File: src/rtl/sab_pkg.sv
// Package for the stereo band limiter and Haas widener.
// Holds sample and coefficient types, register indexes, sequencer codes and the step program.
// No dependencies; every other file of the block uses it.
`timescale 1ns / 1ps
`default_nettype none

package sab_pkg;

  // Fixed formats of the sample and coefficient fields.
  localparam int unsigned SAMPLE_BITS       = 24;
  localparam int unsigned COEF_FRAC_BITS    = 16;
  localparam int unsigned COEF_BITS         = 18;
  localparam int unsigned GAIN_BITS         = 17;
  localparam int unsigned DLEN_BITS         = 12;
  localparam int unsigned CFG_DATA_BITS     = 18;
  localparam int unsigned CFG_INDEX_BITS    = 3;
  localparam int unsigned PROD_BITS         = SAMPLE_BITS + COEF_BITS;
  localparam int unsigned ACC_BITS          = PROD_BITS + 3;
  localparam int unsigned MAX_DELAY_DEFAULT = 2048;

  // Sequencer program length and the step at which the delay read is taken.
  localparam int unsigned NUM_STEPS         = 16;
  localparam int unsigned STEP_BITS         = 5;
  localparam int unsigned RUN_LAST          = NUM_STEPS + 1;
  localparam int unsigned DLY_CAPTURE_STEP  = 1;

  typedef logic signed [SAMPLE_BITS-1:0] sample_t;
  typedef logic signed [COEF_BITS-1:0]   coef_t;

  // Unity gain and rounding / saturation constants.
  localparam logic [GAIN_BITS-1:0] GAIN_ONE = GAIN_BITS'(64'd1 << COEF_FRAC_BITS);
  localparam logic signed [ACC_BITS-1:0] ACC_HALF =
    ACC_BITS'(64'sd1 <<< (COEF_FRAC_BITS - 1));
  localparam logic signed [ACC_BITS-1:0] SAT_MAX =
    ACC_BITS'((64'sd1 <<< (SAMPLE_BITS - 1)) - 64'sd1);
  localparam logic signed [ACC_BITS-1:0] SAT_MIN = -SAT_MAX - ACC_BITS'(1);

  // Configuration register indexes.
  localparam logic [CFG_INDEX_BITS-1:0] REG_ENABLE       = 3'd0;
  localparam logic [CFG_INDEX_BITS-1:0] REG_MIX_GAIN     = 3'd1;
  localparam logic [CFG_INDEX_BITS-1:0] REG_HP_GAIN      = 3'd2;
  localparam logic [CFG_INDEX_BITS-1:0] REG_HP_FEEDBACK  = 3'd3;
  localparam logic [CFG_INDEX_BITS-1:0] REG_LP_GAIN      = 3'd4;
  localparam logic [CFG_INDEX_BITS-1:0] REG_LP_FEEDBACK  = 3'd5;
  localparam logic [CFG_INDEX_BITS-1:0] REG_DELAY_LENGTH = 3'd6;

  // Register reset values.
  localparam logic                        RST_ENABLE       = 1'b0;
  localparam logic [GAIN_BITS-1:0]        RST_MIX_GAIN     = 17'd32768;
  localparam logic [GAIN_BITS-1:0]        RST_HP_GAIN      = 17'd65536;
  localparam logic signed [COEF_BITS-1:0] RST_HP_FEEDBACK  = '0;
  localparam logic [GAIN_BITS-1:0]        RST_LP_GAIN      = 17'd65536;
  localparam logic signed [COEF_BITS-1:0] RST_LP_FEEDBACK  = '0;
  localparam logic [DLEN_BITS-1:0]        RST_DELAY_LENGTH = 12'd360;

  // Channel payloads.
  typedef struct packed {
    sample_t left_in;
    sample_t right_in;
    logic    last_frame;
  } in_item_t;

  typedef struct packed {
    sample_t left_out;
    sample_t right_out;
    logic    last_frame_out;
  } out_item_t;

  // Sequencer states.
  typedef enum logic [1:0] {
    ST_IDLE,
    ST_RUN,
    ST_HOLD
  } state_t;

  // Sample-side operand of the shared multiplier.
  typedef enum logic [3:0] {
    OPA_IN_L,
    OPA_IN_R,
    OPA_X1_HPL,
    OPA_X1_HPR,
    OPA_X1_LPL,
    OPA_X1_LPR,
    OPA_Y1_HPL,
    OPA_Y1_HPR,
    OPA_Y1_LPL,
    OPA_Y1_LPR,
    OPA_WET_R
  } opa_t;

  // Coefficient-side operand of the shared multiplier.
  typedef enum logic [2:0] {
    OPB_HP_B0,
    OPB_HP_B1,
    OPB_HP_A1,
    OPB_LP_B0,
    OPB_LP_A1,
    OPB_DRY,
    OPB_WET
  } opb_t;

  // Where a finished sum is written.
  typedef enum logic [2:0] {
    DST_NONE,
    DST_HP_L,
    DST_HP_R,
    DST_LP_L,
    DST_LP_R,
    DST_OUT_L,
    DST_OUT_R
  } dest_t;

  // Accumulator control that travels with a product.
  typedef struct packed {
    logic  first;
    logic  last;
    dest_t dest;
  } mac_ctl_t;

  // One step of the program.
  typedef struct packed {
    opa_t     opa;
    opb_t     opb;
    mac_ctl_t mac;
  } step_ctl_t;

  // Sequencer to datapath control group.
  typedef struct packed {
    logic      accept;
    logic      dly_capture;
    logic      out_load;
    step_ctl_t op;
  } seq_ctl_t;

  localparam mac_ctl_t MAC_IDLE = '{first: 1'b0, last: 1'b0, dest: DST_NONE};

  function automatic step_ctl_t step_entry(input opa_t a, input opb_t b, input logic first,
                                           input logic last, input dest_t dest);
    step_ctl_t c;
    c.opa       = a;
    c.opb       = b;
    c.mac.first = first;
    c.mac.last  = last;
    c.mac.dest  = dest;
    return c;
  endfunction

  // Program: four three-term filters, then two two-term mixes.
  function automatic step_ctl_t step_program(input logic [STEP_BITS-1:0] step);
    step_ctl_t c;
    c = '{opa: OPA_IN_L, opb: OPB_HP_B0, mac: MAC_IDLE};
    case (step)
      5'd0:  c = step_entry(OPA_IN_L,   OPB_HP_B0, 1'b1, 1'b0, DST_NONE);
      5'd1:  c = step_entry(OPA_X1_HPL, OPB_HP_B1, 1'b0, 1'b0, DST_NONE);
      5'd2:  c = step_entry(OPA_Y1_HPL, OPB_HP_A1, 1'b0, 1'b1, DST_HP_L);
      5'd3:  c = step_entry(OPA_IN_R,   OPB_HP_B0, 1'b1, 1'b0, DST_NONE);
      5'd4:  c = step_entry(OPA_X1_HPR, OPB_HP_B1, 1'b0, 1'b0, DST_NONE);
      5'd5:  c = step_entry(OPA_Y1_HPR, OPB_HP_A1, 1'b0, 1'b1, DST_HP_R);
      5'd6:  c = step_entry(OPA_Y1_HPL, OPB_LP_B0, 1'b1, 1'b0, DST_NONE);
      5'd7:  c = step_entry(OPA_X1_LPL, OPB_LP_B0, 1'b0, 1'b0, DST_NONE);
      5'd8:  c = step_entry(OPA_Y1_LPL, OPB_LP_A1, 1'b0, 1'b1, DST_LP_L);
      5'd9:  c = step_entry(OPA_Y1_HPR, OPB_LP_B0, 1'b1, 1'b0, DST_NONE);
      5'd10: c = step_entry(OPA_X1_LPR, OPB_LP_B0, 1'b0, 1'b0, DST_NONE);
      5'd11: c = step_entry(OPA_Y1_LPR, OPB_LP_A1, 1'b0, 1'b1, DST_LP_R);
      5'd12: c = step_entry(OPA_IN_L,   OPB_DRY,   1'b1, 1'b0, DST_NONE);
      5'd13: c = step_entry(OPA_Y1_LPL, OPB_WET,   1'b0, 1'b1, DST_OUT_L);
      5'd14: c = step_entry(OPA_IN_R,   OPB_DRY,   1'b1, 1'b0, DST_NONE);
      5'd15: c = step_entry(OPA_WET_R,  OPB_WET,   1'b0, 1'b1, DST_OUT_R);
      default: c = '{opa: OPA_IN_L, opb: OPB_HP_B0, mac: MAC_IDLE};
    endcase
    return c;
  endfunction

endpackage

`default_nettype wire

File: src/rtl/sab_ctrl.sv
// Sequencer: input handshake, step counter over the multiply program, result hand-off.
// Depends on sab_pkg for states and the step program.
`timescale 1ns / 1ps
`default_nettype none

module sab_ctrl (
  input  wire logic          clk,
  input  wire logic          rst_n,
  input  wire logic          in_valid,
  input  wire logic          enable,
  input  wire logic          out_free,
  output logic               in_ready,
  output sab_pkg::seq_ctl_t  seq
);

  sab_pkg::state_t                state_r;
  sab_pkg::state_t                state_nxt;
  logic [sab_pkg::STEP_BITS-1:0]  step_r;
  logic [sab_pkg::STEP_BITS-1:0]  step_nxt;

  // State and step registers.
  always_ff @(posedge clk) begin
    if (!rst_n) begin
      state_r <= sab_pkg::ST_IDLE;
      step_r  <= '0;
    end else begin
      state_r <= state_nxt;
      step_r  <= step_nxt;
    end
  end

  // Next state and control outputs.
  always_comb begin
    state_nxt       = state_r;
    step_nxt        = step_r;
    in_ready        = 1'b0;
    seq.accept      = 1'b0;
    seq.dly_capture = 1'b0;
    seq.out_load    = 1'b0;
    seq.op          = sab_pkg::step_program(sab_pkg::STEP_BITS'(sab_pkg::NUM_STEPS));
    case (state_r)
      sab_pkg::ST_IDLE: begin
        in_ready = 1'b1;
        if (in_valid) begin
          seq.accept = 1'b1;
          step_nxt   = '0;
          state_nxt  = enable ? sab_pkg::ST_RUN : sab_pkg::ST_HOLD;
        end
      end
      sab_pkg::ST_RUN: begin
        seq.op          = sab_pkg::step_program(step_r);
        seq.dly_capture = (step_r == sab_pkg::STEP_BITS'(sab_pkg::DLY_CAPTURE_STEP));
        step_nxt        = step_r + sab_pkg::STEP_BITS'(1);
        if (step_r == sab_pkg::STEP_BITS'(sab_pkg::RUN_LAST)) begin
          state_nxt = sab_pkg::ST_HOLD;
        end
      end
      sab_pkg::ST_HOLD: begin
        if (out_free) begin
          seq.out_load = 1'b1;
          state_nxt    = sab_pkg::ST_IDLE;
        end
      end
      default: begin
        state_nxt = sab_pkg::ST_IDLE;
      end
    endcase
  end

endmodule

`default_nettype wire

File: config.mk
export PLATFORM = sky130hd
export DESIGN_NAME = sab_ctrl
export DESIGN_NICKNAME = d
export VERILOG_FILES = /design/src/rtl/sab_pkg.sv /design/src/rtl/sab_ctrl.sv
export SDC_FILE = /design/constraint.sdc
export NUM_CORES = 1
export LEC_CHECK = 0
export ABC_AREA = 1
export ABC_CLOCK_PERIOD_IN_PS = 4300
export BUFFER_PORTS_ARGS = -buffer_cell sky130_fd_sc_hd__buf_2
export CAP_MARGIN = 20
export CORE_ASPECT_RATIO = 0.8
export CORE_UTILIZATION = 35
export CTS_CLUSTER_SIZE = 14
export DETAILED_ROUTE_END_ITERATION = 7
export PLACE_DENSITY = 0.53
export SYNTH_ARGS = -nofsm -noshare
export SYNTH_HDL_FRONTEND = slang
export SYNTH_SLANG_ARGS = --single-unit
File: constraint.sdc
create_clock -name clk -period 4.3 [get_ports clk]
set_input_delay 0 -clock clk [delete_from_list [all_inputs] [get_ports clk]]
set_output_delay 0 -clock clk [all_outputs]
set_load 0.005 [all_outputs]
After elaboration in Yosys (flattened, before gate mapping)

Memory sizes are Yosys's and may differ from the RTL's. A register that Yosys moved wholly into a read port is not among the register bits.
Index checks and enable logic that the tools add are counted.

ROM bits: 192
Word-level logic and storage cells: 32
Bits of input ports: 5
Memories: 1
Bits in registers: 7

Eq/ne operators: 7
Multiplexer cells: 17
Add/subtract/negate cells: 1
Reduce and logical (&&, ||, !) cells: 4

Memory list:

| memory           | depth | width | rd ports | clocked after Yosys merged registers in | write ports | line           | source |
|---|---|---|---|---|---|---|---|
| (name not given) | 16    | 12    | 1        | 1                                       | 0           | sab_pkg.sv:152 | `case (step)` |

Operators by type and width:

| cell                                                 | number |
|---|---|
| two-way mux 12 bit                                   | 2 |
| case mux 5 bit (2 select lines)                      | 1 |
| two-way mux 2 bit                                    | 4 |
| two-way mux 4 bit                                    | 2 |
| two-way mux 1 bit                                    | 6 |
| inequality test 2 bit (second input constant)        | 3 |
| case mux 2 bit (3 select lines)                      | 1 |
| adder 5 x 1 -> 5 bit (second input constant)         | 1 |
| equality test 5 x 1 -> 1 bit (second input constant) | 1 |
| equality test 5 bit (second input constant)          | 1 |
| two-way mux 5 bit                                    | 1 |
| AND reduction 3 bit                                  | 1 |
| equality test 2 x 1 -> 1 bit (second input constant) | 1 |
| equality test 2 bit (second input constant)          | 1 |
| zero test 2 bit                                      | 1 |
| AND reduction 2 bit                                  | 1 |
| nonzero test 2 bit                                   | 1 |

Depth between registers and ports, before layout

Word-level depth: 5
Mapped depth: 12
Depth with buffers taken out: 12

Worst setup path before layout

OpenSTA, ideal clock, no wires.

Path kind: flip-flop to flip-flop
Start point: reg step_r[1] (netlist bit)
End point: reg with a tool-made name
Clock period less this slack: 1.874 ns
Library setup time: 0.114 ns
Data arrival time: 1.761 ns
Stages on the path, launching flop included: 13
Path slack: 2.426 ns
Cell sequence: dfxtp_1 inv_1 ha_1 nor2_1 a21oi_1 nor2_1 inv_1 ha_1 inv_1 nand2_4 nand2_1 nand2_1 nand2_1

RTL lines:

| what                   | line           | source |
|---|---|---|
| from (decl)            | sab_ctrl.sv:18 | `logic [sab_pkg::STEP_BITS-1:0] step_r;` |
| from (signal assigned) | sab_ctrl.sv:28 | `step_r <= step_nxt;` |

==> impl_metrics.py <==
metrics = {
    "synth": {
        "synthArstFlopShare_pct": 0,
        "synth_fp_nets": 201,
        "synth_top_area_share_pct": 31.7,
        "synthTopCellsByArea": "dfxtp_1 (32%), nand2_1 (21%), ha_1 (8.3%)",
        "ys_ff_latch": 19,
        "yosys.area.top_type": "dfxtp_1",
        "netlist_area_mm2": 0.00120,
        "synthTopCellsByCount": "nand2_1 (67), nor2_1 (23), dfxtp_1 (19), nand3_1 (19), inv_1 (16)",
        "synth_flop_cell": "dfxtp_1",
        "synth-seq-area-share_pct": 31.7,
        "synth_cells": 188,
        "synth.most_common_cell": "nand2_1",
        "yosysWarnings": 0,
        "syn-mean-instance-area_um2": 6.38,
        "synth_cell_types": 20,
        "synth-edff-count": 0,
    },
    "die": {
        "io_pins": 21,
        "die_area_mm2": 0.00367,
        "rows": 18,
        "die_w_um": 67.5,
        "start_util_pct": 37.8,
        "fp.dieH_um": 54.4,
        "design.core.area_mm2": 0.00318,
    },
    "clock_tree": {
        "clock_sinks": 19,
        "clkTransAtPathRegs_ps": 70,
        "post_cts_resized": 0,
        "cts_setup_buffers": 0,
        "cts_root_buf": "clkbuf_8",
        "postCtsHoldBufs": 0,
        "htreeDepth": 1,
        "cts_tree": "yes",
        "clk_path_buf_depth": 2,
        "cts-buffers-inserted": 3,
        "clk_latency_ps": 260,
    },
    "timing": {
        "finClkSkew_ps": 3.04,
        "fin_setup_tns_ps": 0,
        "period_needed_ps": 2120,
        "slew_headroom_pct": 71.9,
        "hold_viol_final": 0,
        "fin_crit_sh_pct": 49.3,
        "max_freq_mhz": 472,
        "setup_viol": 0,
        "drv_slew": 0,
        "rsz0062_at_grt": "false",
        "tightest_slew_ps": 420,
    },
    "power": {
        "leakagePower_nw": 0.766,
        "total_power_uw": 463,
        "powerDensity_mw_per_mm2": 335,
        "vdd_drop_max_v": 0.000185,
    },
    "worst_hold_path": {
        "min_from": "rst_n",
        "whs_path_depth": 3,
        "worstHoldPathType": "input port to register",
        "holdPathEnd": "step_r[0]$_SDFFE_PN0N_",
    },
    "layout": {
        "antenna_cells": 0,
        "multi_input_area_um2": 722,
        "final_nets": 223,
        "postLayoutCoreUtil_pct": 43.5,
        "drive_gt1_share_pct": 20.1,
        "fill_cells": 357,
        "seq_area_um2": 380,
        "area_growth_pct": 15.1,
    },
    "setup_path": {
        "startpoint": "step_r[1]$_SDFFE_PN0N_",
        "setup.worst_path.end_class": "register",
        "critPathMaxFanout": 6,
        "start_kind": "register",
        "worst-r2r-setup-slack_ps": 2180,
        "worstPathRequired_ps": 4460,
        "worstPathArrival_ps": 2280,
        "r2r_cells": 12,
        "timing.rr.start": "step_r[1]$_SDFFE_PN0N_",
        "critPathKind": "register to register",
    },
    "placement": {
        "hpwl_um": 2050,
        "finalWeightedCongestion": 0.862,
        "portBuffers": 20,
    },
    "detailed_routing": {
        "first_pass_iters": 5,
        "drc": 0,
        "postRouteAntennaNets": 0,
        "vias": 1187,
        "viasPerCell": 4.77,
        "initialDrtViolationCount": 34,
        "wl_per_cell_um": 10.8,
        "routed_wl_um": 2690,
    },
    "global_routing": {
        "grt_max_degree": 18,
        "first_global_vias": 991,
        "overflow": 0,
        "antenna_found_initial": 0,
        "grt_first_pass_wirelength_um": 4430,
        "gr-usage-all-layers_pct": 16.7,
    },
    "status": {
        "outcome": "complete, no violations",
    },
    "run": {
        "maxCapViolCount": 0,
    },
}
## final cells by class
| cell class | instances | area share [%] |
|---|---|---|
| Clock inverter | 1 | 0.362 |
| Clock buffer | 3 | 2.99 |
| Timing Repair Buffer | 20 | 7.25 |
| Multi-Input combinational cell | 144 | 52.3 |
| Inverter | 22 | 5.98 |
| Tap cell | 40 | 3.62 |
| Sequential cell | 19 | 27.5 |
## cell usage in the layout, fill, tap and decap left out
cell	n
nand4_1	3
a21oi_4	1
nand2_1	67
buf_2	20
nand3_1	19
inv_1	16
o21ai_0	3
nor2_1	23
a21oi_2	1
ha_1	8
nand2_4	3
clkinv_2	1
nand2_2	6
o21ai_2	1
inv_2	6
nor3_1	2
dfxtp_1	19
nand3b_1	2
clkbuf_8	3
a21oi_1	5
## metal layers
metal  routed length, µm  vias to the layer above  GRT usage [%]
li1                    -                      627              -
met1                1360                      527           22.3
met2                1160                       26           25.1
met3                 117                        7           4.38
met4                  54                        0           7.45
met5                   0                        -              0
## power breakdown
part | switching [mW] | internal [mW]
Combinational | 0.0895 | 0.0479
Sequential | 0.0114 | 0.190
Clock | 0.0594 | 0.0645
## stage by stage
step | instance area [µm²] | instances | hold slack [ps] | worst slack, ps
after floorplan | 1200 | 188 | 92.2 | 2430
after global placement | 1340 | 245 | 315 | 2260
after detailed placement | 1340 | 245 | 318 | 2180
after CTS | 1380 | 249 | 48.8 | 2180
after global routing | 1380 | 249 | 71.7 | 1930
final | 1380 | 249 | 53.4 | 2180
## worst max path at each step
stage | to | slack [ps] | cells past startpoint
finish | register | 2180 | 12
floorplan | register | 2430 | 12
detailed placement | register | 2180 | 12
CTS | register | 2180 | 12
global route | register | 1930 | 11
global placement | register | 2260 | 12
## cell families (layout without fill, tap and decap cells)
family | Yosys count | count (layout) | synth area share (%)
adder cells (fa/ha/maj) | 8 | 8 | 8.34
buffers and inverters | 25 | 46 | 8.13
AO/OA/AOI/OAI | 11 | 11 | 6.15
flip-flops | 19 | 19 | 31.7
AND/OR/NAND/NOR | 125 | 125 | 45.7
## worst max-delay path: stages (launching register included)
cell and delay (ps):
dfxtp_1 430, inv_1 60, ha_1 270, nor2_1 140, a21oi_1 90, nor2_1 250
inv_1 130, ha_1 330, inv_1 70, nand2_4 80, nand2_1 50, nand2_1 60
nand2_1 50
No activity file was read; power rests on OpenSTA's default activity.
