<file path="config.mk">
export PLATFORM = sky130hd
export DESIGN_NAME = sab_mac
export DESIGN_NICKNAME = d
export VERILOG_FILES = /design/src/rtl/sab_pkg.sv /design/src/rtl/sab_mac.sv
export SDC_FILE = /design/constraint.sdc
export NUM_CORES = 1
export LEC_CHECK = 0
export BUFFER_PORTS_ARGS = -buffer_cell sky130_fd_sc_hd__buf_2
export CORE_MARGIN = 1.5
export CORE_UTILIZATION = 35
export DETAILED_ROUTE_END_ITERATION = 6
export PLACE_DENSITY_LB_ADDON = 0.25
export SKIP_CTS_REPAIR_TIMING = 1
export SLEW_MARGIN = 20
export SYNTH_ARGS = -nofsm -noshare
export SYNTH_HDL_FRONTEND = slang
export SYNTH_SLANG_ARGS = --single-unit
</file>
<file path="constraint.sdc">
create_clock -name clk -period 14.3 [get_ports clk]
set_input_delay 2.86 -clock clk [delete_from_list [all_inputs] [get_ports clk]]
set_output_delay 2.86 -clock clk [all_outputs]
set_load 0.005 [all_outputs]
</file>
<file path="src/rtl/sab_pkg.sv">
// Package for the stereo band limiter and Haas widener.
// Holds sample and coefficient types, register indexes, sequencer codes and the step program.
// No dependencies; every other file of the block uses it.
`timescale 1ns / 1ps
`default_nettype none

package sab_pkg;

  // Fixed formats of the sample and coefficient fields.
  localparam int unsigned SAMPLE_BITS       = 24;
  localparam int unsigned COEF_FRAC_BITS    = 16;
  localparam int unsigned COEF_BITS         = 18;
  localparam int unsigned GAIN_BITS         = 17;
  localparam int unsigned DLEN_BITS         = 12;
  localparam int unsigned CFG_DATA_BITS     = 18;
  localparam int unsigned CFG_INDEX_BITS    = 3;
  localparam int unsigned PROD_BITS         = SAMPLE_BITS + COEF_BITS;
  localparam int unsigned ACC_BITS          = PROD_BITS + 3;
  localparam int unsigned MAX_DELAY_DEFAULT = 2048;

  // Sequencer program length and the step at which the delay read is taken.
  localparam int unsigned NUM_STEPS         = 16;
  localparam int unsigned STEP_BITS         = 5;
  localparam int unsigned RUN_LAST          = NUM_STEPS + 1;
  localparam int unsigned DLY_CAPTURE_STEP  = 1;

  typedef logic signed [SAMPLE_BITS-1:0] sample_t;
  typedef logic signed [COEF_BITS-1:0]   coef_t;

  // Unity gain and rounding / saturation constants.
  localparam logic [GAIN_BITS-1:0] GAIN_ONE = GAIN_BITS'(64'd1 << COEF_FRAC_BITS);
  localparam logic signed [ACC_BITS-1:0] ACC_HALF =
    ACC_BITS'(64'sd1 <<< (COEF_FRAC_BITS - 1));
  localparam logic signed [ACC_BITS-1:0] SAT_MAX =
    ACC_BITS'((64'sd1 <<< (SAMPLE_BITS - 1)) - 64'sd1);
  localparam logic signed [ACC_BITS-1:0] SAT_MIN = -SAT_MAX - ACC_BITS'(1);

  // Configuration register indexes.
  localparam logic [CFG_INDEX_BITS-1:0] REG_ENABLE       = 3'd0;
  localparam logic [CFG_INDEX_BITS-1:0] REG_MIX_GAIN     = 3'd1;
  localparam logic [CFG_INDEX_BITS-1:0] REG_HP_GAIN      = 3'd2;
  localparam logic [CFG_INDEX_BITS-1:0] REG_HP_FEEDBACK  = 3'd3;
  localparam logic [CFG_INDEX_BITS-1:0] REG_LP_GAIN      = 3'd4;
  localparam logic [CFG_INDEX_BITS-1:0] REG_LP_FEEDBACK  = 3'd5;
  localparam logic [CFG_INDEX_BITS-1:0] REG_DELAY_LENGTH = 3'd6;

  // Register reset values.
  localparam logic                        RST_ENABLE       = 1'b0;
  localparam logic [GAIN_BITS-1:0]        RST_MIX_GAIN     = 17'd32768;
  localparam logic [GAIN_BITS-1:0]        RST_HP_GAIN      = 17'd65536;
  localparam logic signed [COEF_BITS-1:0] RST_HP_FEEDBACK  = '0;
  localparam logic [GAIN_BITS-1:0]        RST_LP_GAIN      = 17'd65536;
  localparam logic signed [COEF_BITS-1:0] RST_LP_FEEDBACK  = '0;
  localparam logic [DLEN_BITS-1:0]        RST_DELAY_LENGTH = 12'd360;

  // Channel payloads.
  typedef struct packed {
    sample_t left_in;
    sample_t right_in;
    logic    last_frame;
  } in_item_t;

  typedef struct packed {
    sample_t left_out;
    sample_t right_out;
    logic    last_frame_out;
  } out_item_t;

  // Sequencer states.
  typedef enum logic [1:0] {
    ST_IDLE,
    ST_RUN,
    ST_HOLD
  } state_t;

  // Sample-side operand of the shared multiplier.
  typedef enum logic [3:0] {
    OPA_IN_L,
    OPA_IN_R,
    OPA_X1_HPL,
    OPA_X1_HPR,
    OPA_X1_LPL,
    OPA_X1_LPR,
    OPA_Y1_HPL,
    OPA_Y1_HPR,
    OPA_Y1_LPL,
    OPA_Y1_LPR,
    OPA_WET_R
  } opa_t;

  // Coefficient-side operand of the shared multiplier.
  typedef enum logic [2:0] {
    OPB_HP_B0,
    OPB_HP_B1,
    OPB_HP_A1,
    OPB_LP_B0,
    OPB_LP_A1,
    OPB_DRY,
    OPB_WET
  } opb_t;

  // Where a finished sum is written.
  typedef enum logic [2:0] {
    DST_NONE,
    DST_HP_L,
    DST_HP_R,
    DST_LP_L,
    DST_LP_R,
    DST_OUT_L,
    DST_OUT_R
  } dest_t;

  // Accumulator control that travels with a product.
  typedef struct packed {
    logic  first;
    logic  last;
    dest_t dest;
  } mac_ctl_t;

  // One step of the program.
  typedef struct packed {
    opa_t     opa;
    opb_t     opb;
    mac_ctl_t mac;
  } step_ctl_t;

  // Sequencer to datapath control group.
  typedef struct packed {
    logic      accept;
    logic      dly_capture;
    logic      out_load;
    step_ctl_t op;
  } seq_ctl_t;

  localparam mac_ctl_t MAC_IDLE = '{first: 1'b0, last: 1'b0, dest: DST_NONE};

  function automatic step_ctl_t step_entry(input opa_t a, input opb_t b, input logic first,
                                           input logic last, input dest_t dest);
    step_ctl_t c;
    c.opa       = a;
    c.opb       = b;
    c.mac.first = first;
    c.mac.last  = last;
    c.mac.dest  = dest;
    return c;
  endfunction

  // Program: four three-term filters, then two two-term mixes.
  function automatic step_ctl_t step_program(input logic [STEP_BITS-1:0] step);
    step_ctl_t c;
    c = '{opa: OPA_IN_L, opb: OPB_HP_B0, mac: MAC_IDLE};
    case (step)
      5'd0:  c = step_entry(OPA_IN_L,   OPB_HP_B0, 1'b1, 1'b0, DST_NONE);
      5'd1:  c = step_entry(OPA_X1_HPL, OPB_HP_B1, 1'b0, 1'b0, DST_NONE);
      5'd2:  c = step_entry(OPA_Y1_HPL, OPB_HP_A1, 1'b0, 1'b1, DST_HP_L);
      5'd3:  c = step_entry(OPA_IN_R,   OPB_HP_B0, 1'b1, 1'b0, DST_NONE);
      5'd4:  c = step_entry(OPA_X1_HPR, OPB_HP_B1, 1'b0, 1'b0, DST_NONE);
      5'd5:  c = step_entry(OPA_Y1_HPR, OPB_HP_A1, 1'b0, 1'b1, DST_HP_R);
      5'd6:  c = step_entry(OPA_Y1_HPL, OPB_LP_B0, 1'b1, 1'b0, DST_NONE);
      5'd7:  c = step_entry(OPA_X1_LPL, OPB_LP_B0, 1'b0, 1'b0, DST_NONE);
      5'd8:  c = step_entry(OPA_Y1_LPL, OPB_LP_A1, 1'b0, 1'b1, DST_LP_L);
      5'd9:  c = step_entry(OPA_Y1_HPR, OPB_LP_B0, 1'b1, 1'b0, DST_NONE);
      5'd10: c = step_entry(OPA_X1_LPR, OPB_LP_B0, 1'b0, 1'b0, DST_NONE);
      5'd11: c = step_entry(OPA_Y1_LPR, OPB_LP_A1, 1'b0, 1'b1, DST_LP_R);
      5'd12: c = step_entry(OPA_IN_L,   OPB_DRY,   1'b1, 1'b0, DST_NONE);
      5'd13: c = step_entry(OPA_Y1_LPL, OPB_WET,   1'b0, 1'b1, DST_OUT_L);
      5'd14: c = step_entry(OPA_IN_R,   OPB_DRY,   1'b1, 1'b0, DST_NONE);
      5'd15: c = step_entry(OPA_WET_R,  OPB_WET,   1'b0, 1'b1, DST_OUT_R);
      default: c = '{opa: OPA_IN_L, opb: OPB_HP_B0, mac: MAC_IDLE};
    endcase
    return c;
  endfunction

endpackage

`default_nettype wire

</file>
<file path="src/rtl/sab_mac.sv">
// Shared multiply-accumulate unit with rounding and saturation of the finished sum.
// Depends on sab_pkg for sample, coefficient and control types.
`timescale 1ns / 1ps
`default_nettype none

module sab_mac (
  input  wire logic                clk,
  input  wire logic                rst_n,
  input  wire sab_pkg::sample_t    a,
  input  wire sab_pkg::coef_t      b,
  input  wire sab_pkg::mac_ctl_t   ctl,
  output sab_pkg::sample_t         res,
  output sab_pkg::dest_t           res_dest
);

  logic signed [sab_pkg::PROD_BITS-1:0] prod_r;
  logic signed [sab_pkg::ACC_BITS-1:0]  acc_r;
  logic signed [sab_pkg::ACC_BITS-1:0]  acc_rnd;
  logic signed [sab_pkg::ACC_BITS-1:0]  prod_ext;
  sab_pkg::mac_ctl_t                    c1_r;
  sab_pkg::mac_ctl_t                    c2_r;

  // Control travels alongside the product and the sum.
  always_ff @(posedge clk) begin
    if (!rst_n) begin
      c1_r <= sab_pkg::MAC_IDLE;
      c2_r <= sab_pkg::MAC_IDLE;
    end else begin
      c1_r <= ctl;
      c2_r <= c1_r;
    end
  end

  assign prod_ext = {{(sab_pkg::ACC_BITS - sab_pkg::PROD_BITS){prod_r[sab_pkg::PROD_BITS-1]}},
                     prod_r};

  // Multiplier stage, then accumulator stage.
  always_ff @(posedge clk) begin
    prod_r <= a * b;
    if (c1_r.first) begin
      acc_r <= prod_ext;
    end else begin
      acc_r <= acc_r + prod_ext;
    end
  end

  // Round to nearest with ties upward, then clamp to the sample range.
  assign acc_rnd = (acc_r + sab_pkg::ACC_HALF) >>> sab_pkg::COEF_FRAC_BITS;

  always_comb begin
    if (acc_rnd > sab_pkg::SAT_MAX) begin
      res = sab_pkg::SAT_MAX[sab_pkg::SAMPLE_BITS-1:0];
    end else if (acc_rnd < sab_pkg::SAT_MIN) begin
      res = sab_pkg::SAT_MIN[sab_pkg::SAMPLE_BITS-1:0];
    end else begin
      res = acc_rnd[sab_pkg::SAMPLE_BITS-1:0];
    end
  end

  assign res_dest = c2_r.last ? c2_r.dest : sab_pkg::DST_NONE;

endmodule

`default_nettype wire

</file>
# Word-level counts from Yosys, hierarchy flattened
# Index checks and enable logic that the tools add are counted.
# Widths: inputs -> output; s select.
# totals
register_bits	96
inputBits	49
out_inout_bits	27
wordCells	16
# classes
add_sub_neg	2
multipliers	1
magnitude_cmp	2
n_mux	4
# op_table
op	n
$mux 24	2
$add 45x17->45 const B	1
$add 45x42->45	1
$mux 45	1
$mul 24x18->42	1
$gt 29x24->1 const B	1
$lt 29x24->1 const B	1
$mux 3	1

# Longest topological paths before layout
# depth
depth_word	4
mapped_depth	25
mapped_depth_nobuf	23

# Least setup slack after synthesis
# No wires, ideal clock.
# synth_timing
path_type	input to register
start	input port a[11]
end	register prod_r[41] in the netlist's numbering
setup_time_ps	139
arrival_ps	8645
required_time_ps	14161
slack_ps	5516
stages	22
path_buffers	2
path_cell_list	clkbuf_1 clkbuf_1 nand2_1 fa_1 fa_1 fa_1 inv_1 fa_1 fa_1 inv_1 fa_1 inv_1 ha_1 a21oi_1 o21ai_0 nor4_1 a21oi_1 a31oi_1 o31ai_2 a41o_1 o31ai_1 a211oi_1
# synth_via
elab_chain_len	1
# synth_lines
item	line	text
from (decl)	sab_mac.sv:9	input wire sab_pkg::sample_t a,
$mul 24x18->42	sab_mac.sv:39	prod_r <= a * b;
to (signal assigned)	sab_mac.sv:39	
to (decl)	sab_mac.sv:16	logic signed [sab_pkg::PROD_BITS-1:0] prod_r;
# Every way passes these cells.
# A chain may end at the register's enable or synchronous reset.

# Final worst setup path
# layout_timing
start	input port b[0]
end	register prod_r[40] in the netlist's numbering
# layout_via
elab_chain_len	1
# layout_lines
item	line	text
from (decl)	sab_mac.sv:10	input wire sab_pkg::coef_t b,
$mul 24x18->42	sab_mac.sv:39	
# Every way passes these cells.

==> summary.md <==
| Metric | Value |
|---|---|
| Outcome | `finished, final reports clean` |
| Slew headroom | `50.9%` |
| Number of synthesized register bits | `96` |
| Worst R2R Setup Slack | `10.99 ns` |
| Placed cell area | `22,200 sq um` |
| Number of cell rows | `90` |
| Hold path endpoint | `c2_r[2]$_SDFF_PN0_` |
| Routed wire per std cell | `16.5 microns` |
| Syn_area_per_cell | `8.66 sq um` |
| Post-synth top area share | `40.1%` |
| Vias/cell | `4.89` |
| R2R depth | `12` |
| Post-synth ARST share | `0%` |
| DR iter-0 viols | `779` |
| Cts bufs inserted | `9` |
| # IOs | `76` |
| Fraction of layout cells with a size suffix above 1 | `5.18%` |
| Routability congestion estimate | `0.876` |
| RSZ-0062 raised after global routing | `no` |
| Core area | `60,100 sq um` |
| Largest net degree at the start of global routing | `51` |
| Fin. Hold Viols | `0` |
| Crit path cell chain | `buf_2 -> and2_1 -> fa_1 -> fa_1 -> ha_1 -> inv_1 -> fa_1 -> inv_1 -> fa_1 -> inv_1 -> fa_1 -> inv_1 -> ha_1 -> a211o_1 -> a21oi_1 -> o21a_1 -> a41o_1 -> a2111oi_0 -> nor2_1 -> a21oi_1 -> xor2_1` |
| WL final | `53,200 microns` |
| Die Y | `249 microns` |
| Synth Flop Type | `dfxtp_1` |
| Port Buffers | `75` |
| Setup TNS | `0 ns` |
| Starting density of the core | `35.3%` |
| CP Max Fanout | `24` |
| Startpoint Class | `primary input` |
| DPL Wire Length | `43,800 microns` |
| Total grt overflow | `0` |
| Post-layout nets | `3,070` |
| Synth warn | `0` |
| Critical path capture point type | `flip-flop` |
| Max Cap Viol | `0` |
| Hold Crit Class | `reg2reg` |
| Worst slew pin tran | `0.726 ns` |
| Critical path's largest stage delay | `0.59 ns` |
| Maximum clock insertion buffer count | `2` |
| Router iterations before antenna repair | `5` |
| Skew-Pair Late Insertion Delay | `0.35 ns` |
| Final cycle utilization of the critical path | `64.1%` |
| Buf/Inv on CP | `5` |
| Via count of the first global-routing pass | `17,000` |
| Antenna Violating Nets Remaining | `0` |
| Final core occ | `37.4%` |
| Slowest library cell on the worst path | `fa_1` |
| Placed Cells incl. Taps | `3,216` |
| Syn_nets | `3,078` |
| First-pass GRT wire length | `90,000 microns` |
| Ranking of synthesized cells by area | `fa_1, inv_1, dfxtp_1` |
| Critical Path RT | `14.58 ns` |
| RR Startpoint | `prod_r[0]$_DFF_P_` |
| Highest Clock Rate | `109 MHz` |
| Kind of critical path | `in2reg` |
| Cells after Synth | `2,453` |
| TritonCTS clock tree | `yes` |
| Setup violators final | `0` |
| Crit path max-delay family | `adder cells` |
| FILL cells | `6,262` |
| Final std cells w/o fill | `3,232` |
| Cell mode on critical path | `fa_1` |
| Largest area contributor in the netlist | `fa_1` |
| H-tree depth | `3` |
| Cells on Worst Hold Path | `1` |
| Skew final | `0.0107 ns` |
| Number of synthesized flops with an enable pin | `0` |
| Slew Limit Fails | `0` |
| Arr. time, crit path | `9.44 ns` |
| Remaining DRCs | `0` |
| Clock Tree Root | `clkbuf_16` |
| Vias | `15,800` |
| Clock Sinks | `96` |
| Library cells used by synthesis | `69` |
| GRT Overall Usage | `17.8%` |
| Design area | `22,500 sq um` |
| Initial antenna violation count | `0` |
| Seq/Total Area, Yosys | `9.05%` |
| WP depth | `21` |
| Post-Syn Area | `21,200 sq um` |
| Hold_sp | `c1_r[2]$_SDFF_PN0_` |
| Clock transition at the registers of the reported paths | `0.07 ns` |
| Post-route minimum period | `9.16 ns` |
| Diodes inserted | `0` |
| Die width | `249 microns` |
| Area Overhead vs Synth | `5.89%` |
| RR Endpoint | `acc_r[42]$_DFF_P_` |
| Die footprint | `62,200 sq um` |
placed cells by master (no fill, tap or decap), types with 8 or more instances in the layout:
master     count
buf_2         75
nor2b_1        8
xnor2_1       58
ha_1         150
nand2b_1      25
nand2_1      361
o21ai_2       18
a21oi_1       79
a211oi_1      16
o21a_1        12
and3_1        17
nor2_1        69
nand3_1       22
nand4_1       11
and2_1       167
o21ai_0       83
o21bai_1      14
inv_1        521
dfxtp_1       95
o31ai_1       10
a31oi_1        9
nor3_1        19
fa_1         426
xor2_1        43
a21o_1        36
clkbuf_16      9
cell families after synthesis:
group / share of synthesized area, %
xor gates and xnor gates: 4.24
AOI/OAI and AO/OA: 9.87
and+or+nand+nor: 16.4
DFF: 9.05
adders and majority gates: 49.0
buffers and inverters: 11.1
muxes: 0.389
flip-flops by register name (all words and copies together) (netlist names):
signal / cells
acc_r: 45
prod_r: 42
c1_r: 5
c2_r: 4
synthesized netlist by cell type (all sizes together), types with 44 or more instances:
cell and instances:
xnor2 58, ha 150, nand2 361, dfxtp 96, and2 167, o21ai 104
a21oi 79, clkbuf 88, xor2 44, inv 521, fa 426, nor2 70
layout make-up:
| type | instances | area (sq um) | area share (%) |
|---|---|---|---|
| multi-input combinational | 1740 | 17000 | 75.4 |
| inverter | 522 | 1960 | 8.71 |
| sequential | 96 | 1920 | 8.55 |
| tap | 782 | 978 | 4.35 |
| timing repair buffer | 76 | 383 | 1.70 |
| clock buffer | 11 | 243 | 1.08 |
| clock inverter | 5 | 38.8 | 0.172 |
stage by stage:
stage	setup WS [ns]	hold slack (ns)
final	5.14	0.438
after global routing	4.77	0.456
after CTS	5.09	0.444
after detailed placement	4.70	0.424
after global placement	4.77	0.414
after floorplan	5.52	0.412
worst max-delay path by stage:
stage / endpoint / startpoint / slack (ns)
after floorplan: prod_r[41]$_DFF_P_ / a[11] / 5.52
after global routing: prod_r[40]$_DFF_P_ / b[0] / 4.77
final: prod_r[40]$_DFF_P_ / b[0] / 5.14
after CTS: prod_r[40]$_DFF_P_ / b[0] / 5.09
after detailed placement: prod_r[40]$_DFF_P_ / b[0] / 4.70
after global placement: prod_r[40]$_DFF_P_ / b[0] / 4.77
worst reg2reg max path: cells and delay by family, from the launching register on:
family,cells,cell delay (ns)
compound gates,7,1.92
xor+xnor,1,0.17
fa+ha+maj,2,0.58
buf+inv,1,0.06
flops,1,0.33
simple gates,1,0.18
layer usage:
metal  vias up  share of wire (%)  track usage (%)
met3        38                4.4             1.95
li1       7469                  -                -
met1      7961                 49             25.9
met4         0               0.83             2.61
met2       333                 45             29.1
met5         -                  0                0
Power is left out: the tool's default activity adds up to more than one toggle a clock period on the data nets, which glitch-free logic cannot reach.
